<file path="config.mk">
export PLATFORM = sky130hd
export DESIGN_NAME = sha1_message_hasher_top_flat
export DESIGN_NICKNAME = d
export VERILOG_FILES = /design/src/sv/sha1_pkg.sv /design/src/sv/sha1_in_if.sv /design/src/sv/sha1_out_if.sv /design/src/sv/sha1_round.sv /design/src/sv/sha1_message_hasher_top.sv /design/src/flat_wrapper.sv
export SDC_FILE = /design/constraint.sdc
export NUM_CORES = 2
export LEC_CHECK = 0
export BUFFER_PORTS_ARGS = -buffer_cell sky130_fd_sc_hd__buf_2
export CAP_MARGIN = 20
export CORE_UTILIZATION = 50
export CTS_CLUSTER_SIZE = 14
export DETAILED_ROUTE_END_ITERATION = 12
export GPL_TIMING_DRIVEN = 0
export PLACE_DENSITY = 0.65
export SYNTH_ARGS = -nofsm -noshare
export SYNTH_HDL_FRONTEND = slang
export SYNTH_HIERARCHICAL = 1
export SYNTH_SLANG_ARGS = --single-unit
</file>
<file path="constraint.sdc">
create_clock -name clk -period 17.4 [get_ports clk]
set_clock_uncertainty 0.2 [all_clocks]
set_input_delay 4.35 -clock clk [delete_from_list [all_inputs] [get_ports clk]]
set_output_delay 4.35 -clock clk [all_outputs]
set_load 0.02 [all_outputs]
</file>
<file path="src/sv/sha1_pkg.sv">
// ----------------------------------------------------------------------------
// SHA-1 package
// Types, constants and round helpers shared by the hasher modules.
// ----------------------------------------------------------------------------
`timescale 1ns / 1ps

package sha1_pkg;

    // Round working registers a..e
    typedef struct packed {
        logic [31:0] a;
        logic [31:0] b;
        logic [31:0] c;
        logic [31:0] d;
        logic [31:0] e;
    } sha1_work_t;

    // Chaining words, index 0 is A
    typedef logic [4:0][31:0] sha1_hash_t;

    // Sixteen schedule words, newest in the low word, oldest in the top word
    typedef logic [511:0] sha1_sched_t;

    typedef logic [6:0] sha1_round_t;
    typedef logic [1:0] sha1_phase_t;

    localparam sha1_hash_t SHA1_IV = {32'hC3D2E1F0, 32'h10325476, 32'h98BADCFE,
                                      32'hEFCDAB89, 32'h67452301};

    localparam sha1_round_t ROUND_LAST     = 7'd79;
    localparam sha1_round_t ROUND_SCHED    = 7'd16;
    localparam sha1_round_t ROUND_PHASE1   = 7'd20;
    localparam sha1_round_t ROUND_PHASE2   = 7'd40;
    localparam sha1_round_t ROUND_PHASE3   = 7'd60;

    localparam sha1_phase_t PHASE_CH     = 2'd0;
    localparam sha1_phase_t PHASE_PAR_LO = 2'd1;
    localparam sha1_phase_t PHASE_MAJ    = 2'd2;
    localparam sha1_phase_t PHASE_PAR_HI = 2'd3;

    localparam logic [7:0] PAD_MARK  = 8'h80;
    localparam logic [5:0] LEN_START = 6'd56;
    localparam logic [5:0] MARK_LAST = 6'd55;
    localparam logic [5:0] BYTE_LAST = 6'd63;
    localparam logic [2:0] WORD_LAST = 3'd4;

    // Round constant for each group of twenty rounds
    function automatic logic [31:0] sha1_k(input sha1_phase_t phase);
        logic [31:0] k;
        unique case (phase)
            PHASE_CH:     k = 32'h5A827999;
            PHASE_PAR_LO: k = 32'h6ED9EBA1;
            PHASE_MAJ:    k = 32'h8F1BBCDC;
            default:      k = 32'hCA62C1D6;
        endcase
        return k;
    endfunction

endpackage

</file>
<file path="src/sv/sha1_in_if.sv">
// ----------------------------------------------------------------------------
// SHA-1 message channel
// Valid/ready channel carrying one message byte with its flags per word.
// ----------------------------------------------------------------------------
`timescale 1ns / 1ps

interface sha1_in_if;
    logic       valid;
    logic       ready;
    logic [7:0] data_byte;
    logic       byte_valid;
    logic       message_end;

    modport source (output valid, data_byte, byte_valid, message_end, input ready);
    modport sink   (input valid, data_byte, byte_valid, message_end, output ready);
endinterface

</file>
<file path="src/sv/sha1_out_if.sv">
// ----------------------------------------------------------------------------
// SHA-1 digest channel
// Valid/ready channel carrying one 32-bit digest word per word.
// ----------------------------------------------------------------------------
`timescale 1ns / 1ps

interface sha1_out_if;
    logic        valid;
    logic        ready;
    logic [31:0] digest_word;
    logic [2:0]  word_index;
    logic        last_word;

    modport source (output valid, digest_word, word_index, last_word, input ready);
    modport sink   (input valid, digest_word, word_index, last_word, output ready);
endinterface

</file>
<file path="src/sv/sha1_round.sv">
// ----------------------------------------------------------------------------
// SHA-1 round unit
// One compression round: schedule expansion, round function and the
// five-way sum, shared by all eighty rounds of a block.
// ----------------------------------------------------------------------------
`timescale 1ns / 1ps

module sha1_round
    import sha1_pkg::*;
(
    input  sha1_round_t round_idx,
    input  sha1_work_t  work,
    input  sha1_sched_t sched,
    output sha1_work_t  work_upd,
    output logic [31:0] sched_word
);

    sha1_phase_t phase;
    logic [31:0] w_mix;
    logic [31:0] w_exp;
    logic [31:0] f_val;
    logic [31:0] sum;

    // Pick the round group
    always_comb
    begin
        priority if (round_idx < ROUND_PHASE1)
            phase = PHASE_CH;
        else if (round_idx < ROUND_PHASE2)
            phase = PHASE_PAR_LO;
        else if (round_idx < ROUND_PHASE3)
            phase = PHASE_MAJ;
        else
            phase = PHASE_PAR_HI;
    end

    // Expand the schedule from words t-3, t-8, t-14 and t-16
    assign w_mix = sched[95:64] ^ sched[255:224] ^ sched[447:416] ^ sched[511:480];
    assign w_exp = {w_mix[30:0], w_mix[31]};
    assign sched_word = (round_idx < ROUND_SCHED) ? sched[511:480] : w_exp;

    // Round function
    always_comb
    begin
        unique case (phase)
            PHASE_CH:  f_val = (work.b & work.c) | (~work.b & work.d);
            PHASE_MAJ: f_val = (work.b & work.c) | (work.b & work.d) | (work.c & work.d);
            default:   f_val = work.b ^ work.c ^ work.d;
        endcase
    end

    assign sum = {work.a[26:0], work.a[31:27]} + f_val + work.e + sched_word + sha1_k(phase);

    // Shift the working words along
    assign work_upd.a = sum;
    assign work_upd.b = work.a;
    assign work_upd.c = {work.b[1:0], work.b[31:2]};
    assign work_upd.d = work.c;
    assign work_upd.e = work.d;

endmodule

</file>
<file path="src/sv/sha1_message_hasher_top.sv">
// ----------------------------------------------------------------------------
// SHA-1 message hasher
// Byte-serial SHA-1 with a single shared round unit and a small sequencer.
// ----------------------------------------------------------------------------
// Usage:
//   msg    : one word per message byte (data_byte, byte_valid) and a
//            message_end flag; a word with neither flag set does nothing.
//   digest : five words A..E per message, word_index 0..4, last_word on E.
// Flow:
//   Bytes that do not complete a block are taken one per cycle, as long
//   as msg.ready is high. A completed 64-byte block runs 80 rounds through
//   the one round unit, then is added into the chaining words.
//   On message_end the pad, zero fill and length bytes enter one per cycle,
//   then each padded block is compressed; a second block follows when 56
//   or more bytes were pending. msg.ready is low for all of this and while
//   digest words are pending.
// Reset: chaining words load the initial value, counts clear, the block
//   is ready in the first cycle after rst_n rises.
// Stall: a digest word holds until digest.ready; nothing else advances.
// ----------------------------------------------------------------------------
`timescale 1ns / 1ps

module sha1_message_hasher_top
    import sha1_pkg::*;
(
    input  logic       clk,
    input  logic       rst_n,
    sha1_in_if.sink    msg,
    sha1_out_if.source digest
);

    localparam logic [2:0] ST_IDLE  = 3'd0;
    localparam logic [2:0] ST_PAD   = 3'd1;
    localparam logic [2:0] ST_ROUND = 3'd2;
    localparam logic [2:0] ST_ADD   = 3'd3;
    localparam logic [2:0] ST_OUT   = 3'd4;

    logic [2:0]  state_reg, state_next;
    logic [5:0]  cnt_reg, cnt_next;
    logic [60:0] len_reg, len_next;
    sha1_round_t rnd_reg, rnd_next;
    logic [2:0]  idx_reg, idx_next;
    logic        fin_reg, fin_next;
    logic        mark_reg, mark_next;
    logic        len_ok_reg, len_ok_next;
    sha1_hash_t  hash_reg, hash_next;
    sha1_sched_t sched_reg, sched_next;
    sha1_work_t  work_reg, work_next;

    sha1_work_t  round_work;
    logic [31:0] round_word;
    logic        shift_en;
    logic [7:0]  shift_byte;
    logic [63:0] len_bits;
    logic [7:0]  len_byte;

    sha1_round u_round (
        .round_idx  (rnd_reg),
        .work       (work_reg),
        .sched      (sched_reg),
        .work_upd   (round_work),
        .sched_word (round_word)
    );

    // Select the big-endian length byte for buffer positions 56..63
    assign len_bits = {len_reg, 3'b000};
    assign len_byte = len_bits[{~cnt_reg[2:0], 3'b000} +: 8];

    // Sequencer
    always_comb
    begin
        state_next  = state_reg;
        cnt_next    = cnt_reg;
        len_next    = len_reg;
        rnd_next    = rnd_reg;
        idx_next    = idx_reg;
        fin_next    = fin_reg;
        mark_next   = mark_reg;
        len_ok_next = len_ok_reg;
        hash_next   = hash_reg;
        work_next   = work_reg;
        shift_en    = 1'b0;
        shift_byte  = 8'h00;

        unique case (state_reg)
            ST_IDLE:
            begin
                if (msg.valid)
                begin
                    if (msg.byte_valid)
                    begin
                        shift_en   = 1'b1;
                        shift_byte = msg.data_byte;
                        cnt_next   = cnt_reg + 6'd1;
                        len_next   = len_reg + 61'd1;
                    end
                    if (msg.message_end)
                        fin_next = 1'b1;
                    if (msg.byte_valid && (cnt_reg == BYTE_LAST))
                    begin
                        state_next = ST_ROUND;
                        rnd_next   = '0;
                        work_next  = '{a: hash_reg[0], b: hash_reg[1], c: hash_reg[2],
                                       d: hash_reg[3], e: hash_reg[4]};
                    end
                    else if (msg.message_end)
                        state_next = ST_PAD;
                end
            end

            ST_PAD:
            begin
                shift_en = 1'b1;
                cnt_next = cnt_reg + 6'd1;
                if (!mark_reg)
                begin
                    shift_byte = PAD_MARK;
                    mark_next  = 1'b1;
                    if (cnt_reg <= MARK_LAST)
                        len_ok_next = 1'b1;
                end
                else if (len_ok_reg && (cnt_reg >= LEN_START))
                    shift_byte = len_byte;
                else
                    shift_byte = 8'h00;
                if (cnt_reg == BYTE_LAST)
                begin
                    state_next = ST_ROUND;
                    rnd_next   = '0;
                    work_next  = '{a: hash_reg[0], b: hash_reg[1], c: hash_reg[2],
                                   d: hash_reg[3], e: hash_reg[4]};
                end
            end

            ST_ROUND:
            begin
                work_next = round_work;
                rnd_next  = rnd_reg + 7'd1;
                if (rnd_reg == ROUND_LAST)
                    state_next = ST_ADD;
            end

            ST_ADD:
            begin
                hash_next[0] = hash_reg[0] + work_reg.a;
                hash_next[1] = hash_reg[1] + work_reg.b;
                hash_next[2] = hash_reg[2] + work_reg.c;
                hash_next[3] = hash_reg[3] + work_reg.d;
                hash_next[4] = hash_reg[4] + work_reg.e;
                priority if (!fin_reg)
                    state_next = ST_IDLE;
                else if (len_ok_reg)
                begin
                    state_next = ST_OUT;
                    idx_next   = '0;
                end
                else
                begin
                    // Overflow block done: the length goes in the next one
                    len_ok_next = 1'b1;
                    state_next  = ST_PAD;
                end
            end

            ST_OUT:
            begin
                if (digest.ready)
                begin
                    idx_next  = idx_reg + 3'd1;
                    hash_next = {hash_reg[0], hash_reg[4:1]};
                    if (idx_reg == WORD_LAST)
                    begin
                        hash_next   = SHA1_IV;
                        len_next    = '0;
                        idx_next    = '0;
                        fin_next    = 1'b0;
                        mark_next   = 1'b0;
                        len_ok_next = 1'b0;
                        state_next  = ST_IDLE;
                    end
                end
            end

            default:
            begin
                state_next = ST_IDLE;
            end
        endcase
    end

    // Shift bytes in, or roll the schedule during rounds
    always_comb
    begin
        sched_next = sched_reg;
        if (shift_en)
            sched_next = {sched_reg[503:0], shift_byte};
        else if (state_reg == ST_ROUND)
            sched_next = {sched_reg[479:0], round_word};
    end

    // Control and chaining state
    always_ff @(posedge clk or negedge rst_n)
    begin
        if (!rst_n)
        begin
            state_reg  <= ST_IDLE;
            cnt_reg    <= '0;
            len_reg    <= '0;
            rnd_reg    <= '0;
            idx_reg    <= '0;
            fin_reg    <= 1'b0;
            mark_reg   <= 1'b0;
            len_ok_reg <= 1'b0;
            hash_reg   <= SHA1_IV;
        end
        else
        begin
            state_reg  <= state_next;
            cnt_reg    <= cnt_next;
            len_reg    <= len_next;
            rnd_reg    <= rnd_next;
            idx_reg    <= idx_next;
            fin_reg    <= fin_next;
            mark_reg   <= mark_next;
            len_ok_reg <= len_ok_next;
            hash_reg   <= hash_next;
        end
    end

    // Block buffer, schedule and working words
    always_ff @(posedge clk)
    begin
        sched_reg <= sched_next;
        work_reg  <= work_next;
    end

    // Ports
    assign msg.ready          = (state_reg == ST_IDLE);
    assign digest.valid       = (state_reg == ST_OUT);
    assign digest.digest_word = hash_reg[0];
    assign digest.word_index  = idx_reg;
    assign digest.last_word   = (idx_reg == WORD_LAST);

endmodule

</file>
<file path="src/flat_wrapper.sv">
// flat-port wrapper written by rule: the top's interface ports become plain ports
module sha1_message_hasher_top_flat import sha1_pkg::*;
  (clk, rst_n, msg_valid, msg_data_byte, msg_byte_valid, msg_message_end, msg_ready, digest_valid, digest_digest_word, digest_word_index, digest_last_word, digest_ready);
  sha1_in_if msg_i ();
  sha1_out_if digest_i ();
  input  logic clk;
  input  logic rst_n;
  input wire logic [$bits(msg_i.valid)-1:0] msg_valid;
  input wire logic [$bits(msg_i.data_byte)-1:0] msg_data_byte;
  input wire logic [$bits(msg_i.byte_valid)-1:0] msg_byte_valid;
  input wire logic [$bits(msg_i.message_end)-1:0] msg_message_end;
  output wire logic [$bits(msg_i.ready)-1:0] msg_ready;
  output wire logic [$bits(digest_i.valid)-1:0] digest_valid;
  output wire logic [$bits(digest_i.digest_word)-1:0] digest_digest_word;
  output wire logic [$bits(digest_i.word_index)-1:0] digest_word_index;
  output wire logic [$bits(digest_i.last_word)-1:0] digest_last_word;
  input wire logic [$bits(digest_i.ready)-1:0] digest_ready;
  assign msg_i.valid = msg_valid;
  assign msg_i.data_byte = msg_data_byte;
  assign msg_i.byte_valid = msg_byte_valid;
  assign msg_i.message_end = msg_message_end;
  assign msg_ready = msg_i.ready;
  assign digest_valid = digest_i.valid;
  assign digest_digest_word = digest_i.digest_word;
  assign digest_word_index = digest_i.word_index;
  assign digest_last_word = digest_i.last_word;
  assign digest_i.ready = digest_ready;
  sha1_message_hasher_top u_core (.clk(clk), .rst_n(rst_n), .msg(msg_i), .digest(digest_i));
endmodule
</file>
==> qor.yml <==
sta:
  finalCritPeriodShare_pct: 54.3
  rsz0062_at_grt: "no"
  max-slew-margin-rel_pct: 12.6
  setup_viol_count_final: 0
  period_minus_slack_ps: 9450
  worstMarginPinSlew_ps: 1310
  tns_ps: 0
  hold_viol: 0
  fmax_mhz: 106
  hold-worst-slack_ps: 270
  final_max_slew_viol_count: 0
placement:
  port_buffers: 51
  routabilityCongestion: 1.02
  dpl.hpwl_mm: 152
  dp_cells: 7829
run:
  maxCapViolCount: 0
cells_and_area:
  drive_gt1_share_pct: 8.53
  multi_input_area_um2: 26700
  fin_util_pct: 56.2
  area_growth_pct: 10.8
  largest_reg_flops: 512
  layout.nets: 6796
  instances_no_fill: 8035
  fill_cells: 10100
  ff_latch_area_um2: 26400
logic_synthesis:
  synth_top_family_by_area: "simple AND/OR/NAND/NOR gates"
  yosysMostFrequentCell: "nand2_1"
  yosysUniqueCellTypes: 102
  synth-seq-area-share_pct: 46.7
  synthSimpleGateAreaFrac_pct: 21.0
  synth_edf_count: 672
  syn_nets: 6605
  synth.avg_cell_area_um2: 9.02
  syn_area_um2: 56500
  ys_dominant_reg_cell: "edfxtp_1"
  synth-xor-area-share_pct: 4.75
  yosysWarnings: 6
  synth-compound-area-share_pct: 11.1
  synthTopCellsByCount: "2289 x nand2_1, 672 x edfxtp_1, 324 x inv_1, 294 x nor2_1, 259 x clkbuf_1"
  synth_fa_ha_area_share_pct: 8.95
  ys_ff_latch: 915
  synth_cells: 6262
  synth_area_leaders: "edfxtp_1 36%, nand2_1 15%, dfrtp_1 7.2%, ha_1 4.5%, fa_1 4.4%"
  synth_top_area_share_pct: 35.7
  muxShareOfSynthArea_pct: 1.40
  async_flop_share_pct: 26.6
  synth_area_leader_cell: "edfxtp_1"
clock_tree:
  ctsResizeCount: 0
  cts_hold_buf: 0
  cts_tree: "done"
  cts_buffers: 103
  clkSlewWorstSetupHoldPaths_ps: 60
  cts_root_buf: "clkbuf_16"
  h-tree-depth: 3
  clkSinkCount: 915
  postCtsSetupBuffers: 0
  cts.path.max_buffers: 3
  clkLatencyLatePin_ps: 720
setup_path:
  cp-start-kind: "register"
  crit_slowest_cell: "clkbuf_1"
  critical_path_arrival_ps: 9730
  cp_max_fo: 12
  max_stage_delay_ps: 900
  crit_type: "register to register"
  required_ps: 17680
  cp_cell_sequence: "nor3b_1 > a211o_1 > clkbuf_1 > clkbuf_1 > inv_1 > ha_1 > inv_1 > clkbuf_1 > o22ai_1 > o21ai_0 > fa_1 > inv_1 > fa_1 > ha_1 > fa_1 > a21o_1 > o21ai_2 > a31oi_4 > a311oi_2 > o31ai_2 > o31ai_2 > xnor2_1 > nand2_1 > nand2_1"
  end_kind: "register"
route:
  drc: 0
  ant_nets: 0
  via_count: 47400
  viasPerCell: 5.90
  avgRoutedWirePerCell_um: 24.7
  dr.first_iter.drc_count: 6396
  drt_wl_total_mm: 198
  detail_route.first_pass.iterations: 6
worst_hold_path:
  hp-class: "register to register"
floorplanning:
  ios: 52
  die-area_um2: 114000
  fp.dieW_um: 338
  initial_core_util_pct: 50.8
  core-area_um2: 111000
  rows: 122
  die_h_um: 338
grt:
  overflow: 0
  grt_pass1_wl_mm: 287
  grt_max_degree: 124
  grt_pass1_vias: 43400
  grt_usage_pct: 34.5
  antenna_found_initial: 6
status:
  status: "finished, final reports clean"
## metrics by stage
stage	area [um2]	setup WS, ps
floorplan	56500	4740
global placement	58600	-598
detailed placement	59100	8400
CTS	62500	8360
global route	62600	7820
finish	62600	7950
## critical path, delay by kind of cell (launching register included)
kind            cells  cell delay [ps]
buf+inv             6             2990
fa+ha+maj           5             2050
compound gates      9             2880
flops               1              480
xor+xnor            1              120
simple gates        3              460
## layout make-up
cell class / instances / share of cell area (%)
antenna: 8 / 0.0320
tap: 1488 / 2.98
clock inverter: 51 / 0.802
inverter: 327 / 1.96
clock buffer: 140 / 4.50
buffer: 439 / 3.61
sequential: 915 / 42.1
multi-input combinational: 4581 / 42.6
timing repair buffer: 86 / 1.38
## placed cells by master (no fill, tap or decap), types with 16 or more instances in the layout
cell,instances
nor2_1,293
and3_1,36
edfxtp_1,672
fa_1,125
nor2b_1,21
o21bai_1,22
o22ai_1,33
a211oi_1,23
xor2_1,96
buf_1,17
o221a_2,16
nor3_1,44
a21o_1,89
o21ai_0,209
clkinv_1,19
clkinv_2,18
buf_2,52
buf_4,164
o21ai_1,30
inv_1,324
ha_1,204
clkbuf_16,104
dfrtp_1,163
mux2i_1,44
or3_1,39
xnor2_1,210
nand3_1,91
buf_8,19
clkbuf_1,286
o31ai_1,31
a31oi_1,87
a221oi_1,23
o21a_1,39
nand4_1,30
nand2_1,2288
a21oi_1,214
dfstp_2,80
## metal layers
layer / global-route usage, % / share of wire (%) / vias up
li1: - / - / 21400
met1: 51.2 / 43 / 22900
met2: 47.5 / 40 / 2714
met3: 9.92 / 13 / 403
met4: 12.7 / 3.7 / 0
met5: 0 / 0 / -
## path summary, 6_finish.rpt
kind | start | endpoint | slack, ps | cells past startpoint
worst max-delay path | u_core/rnd_reg[4]$_DFFE_PN0P_ | u_core/work_reg[157]$_DFFE_PP_ | 7950 | 24
worst min-delay path | u_core/cnt_reg[5]$_DFFE_PN0P_ | u_core/cnt_reg[5]$_DFFE_PN0P_ | 270 | 1
worst max register to register | u_core/rnd_reg[4]$_DFFE_PN0P_ | u_core/work_reg[157]$_DFFE_PP_ | 7950 | 24
worst min register to register | u_core/cnt_reg[5]$_DFFE_PN0P_ | u_core/cnt_reg[5]$_DFFE_PN0P_ | 270 | 1
max in group asynchronous | rst_n | u_core/digest.digest_word[6]$_DFFE_PN0P_ | 12160 | 3
min in group asynchronous | rst_n | u_core/len_reg[23]$_DFFE_PN0P_ | 3350 | 1
## kinds of logic (layout without fill, tap and decap cells)
family / Yosys count / count (layout)
AO/OA/AOI/OAI: 952 / 952
XOR/XNOR: 306 / 306
other: 0 / 8
flip-flops: 915 / 915
adder cells (fa/ha/maj): 329 / 329
AND/OR/NAND/NOR: 2932 / 2932
buffers and inverters: 766 / 1043
multiplexers: 62 / 62
Power is not shown: default switching activity piles up to over one toggle a cycle in this logic, so the estimate is an artifact.
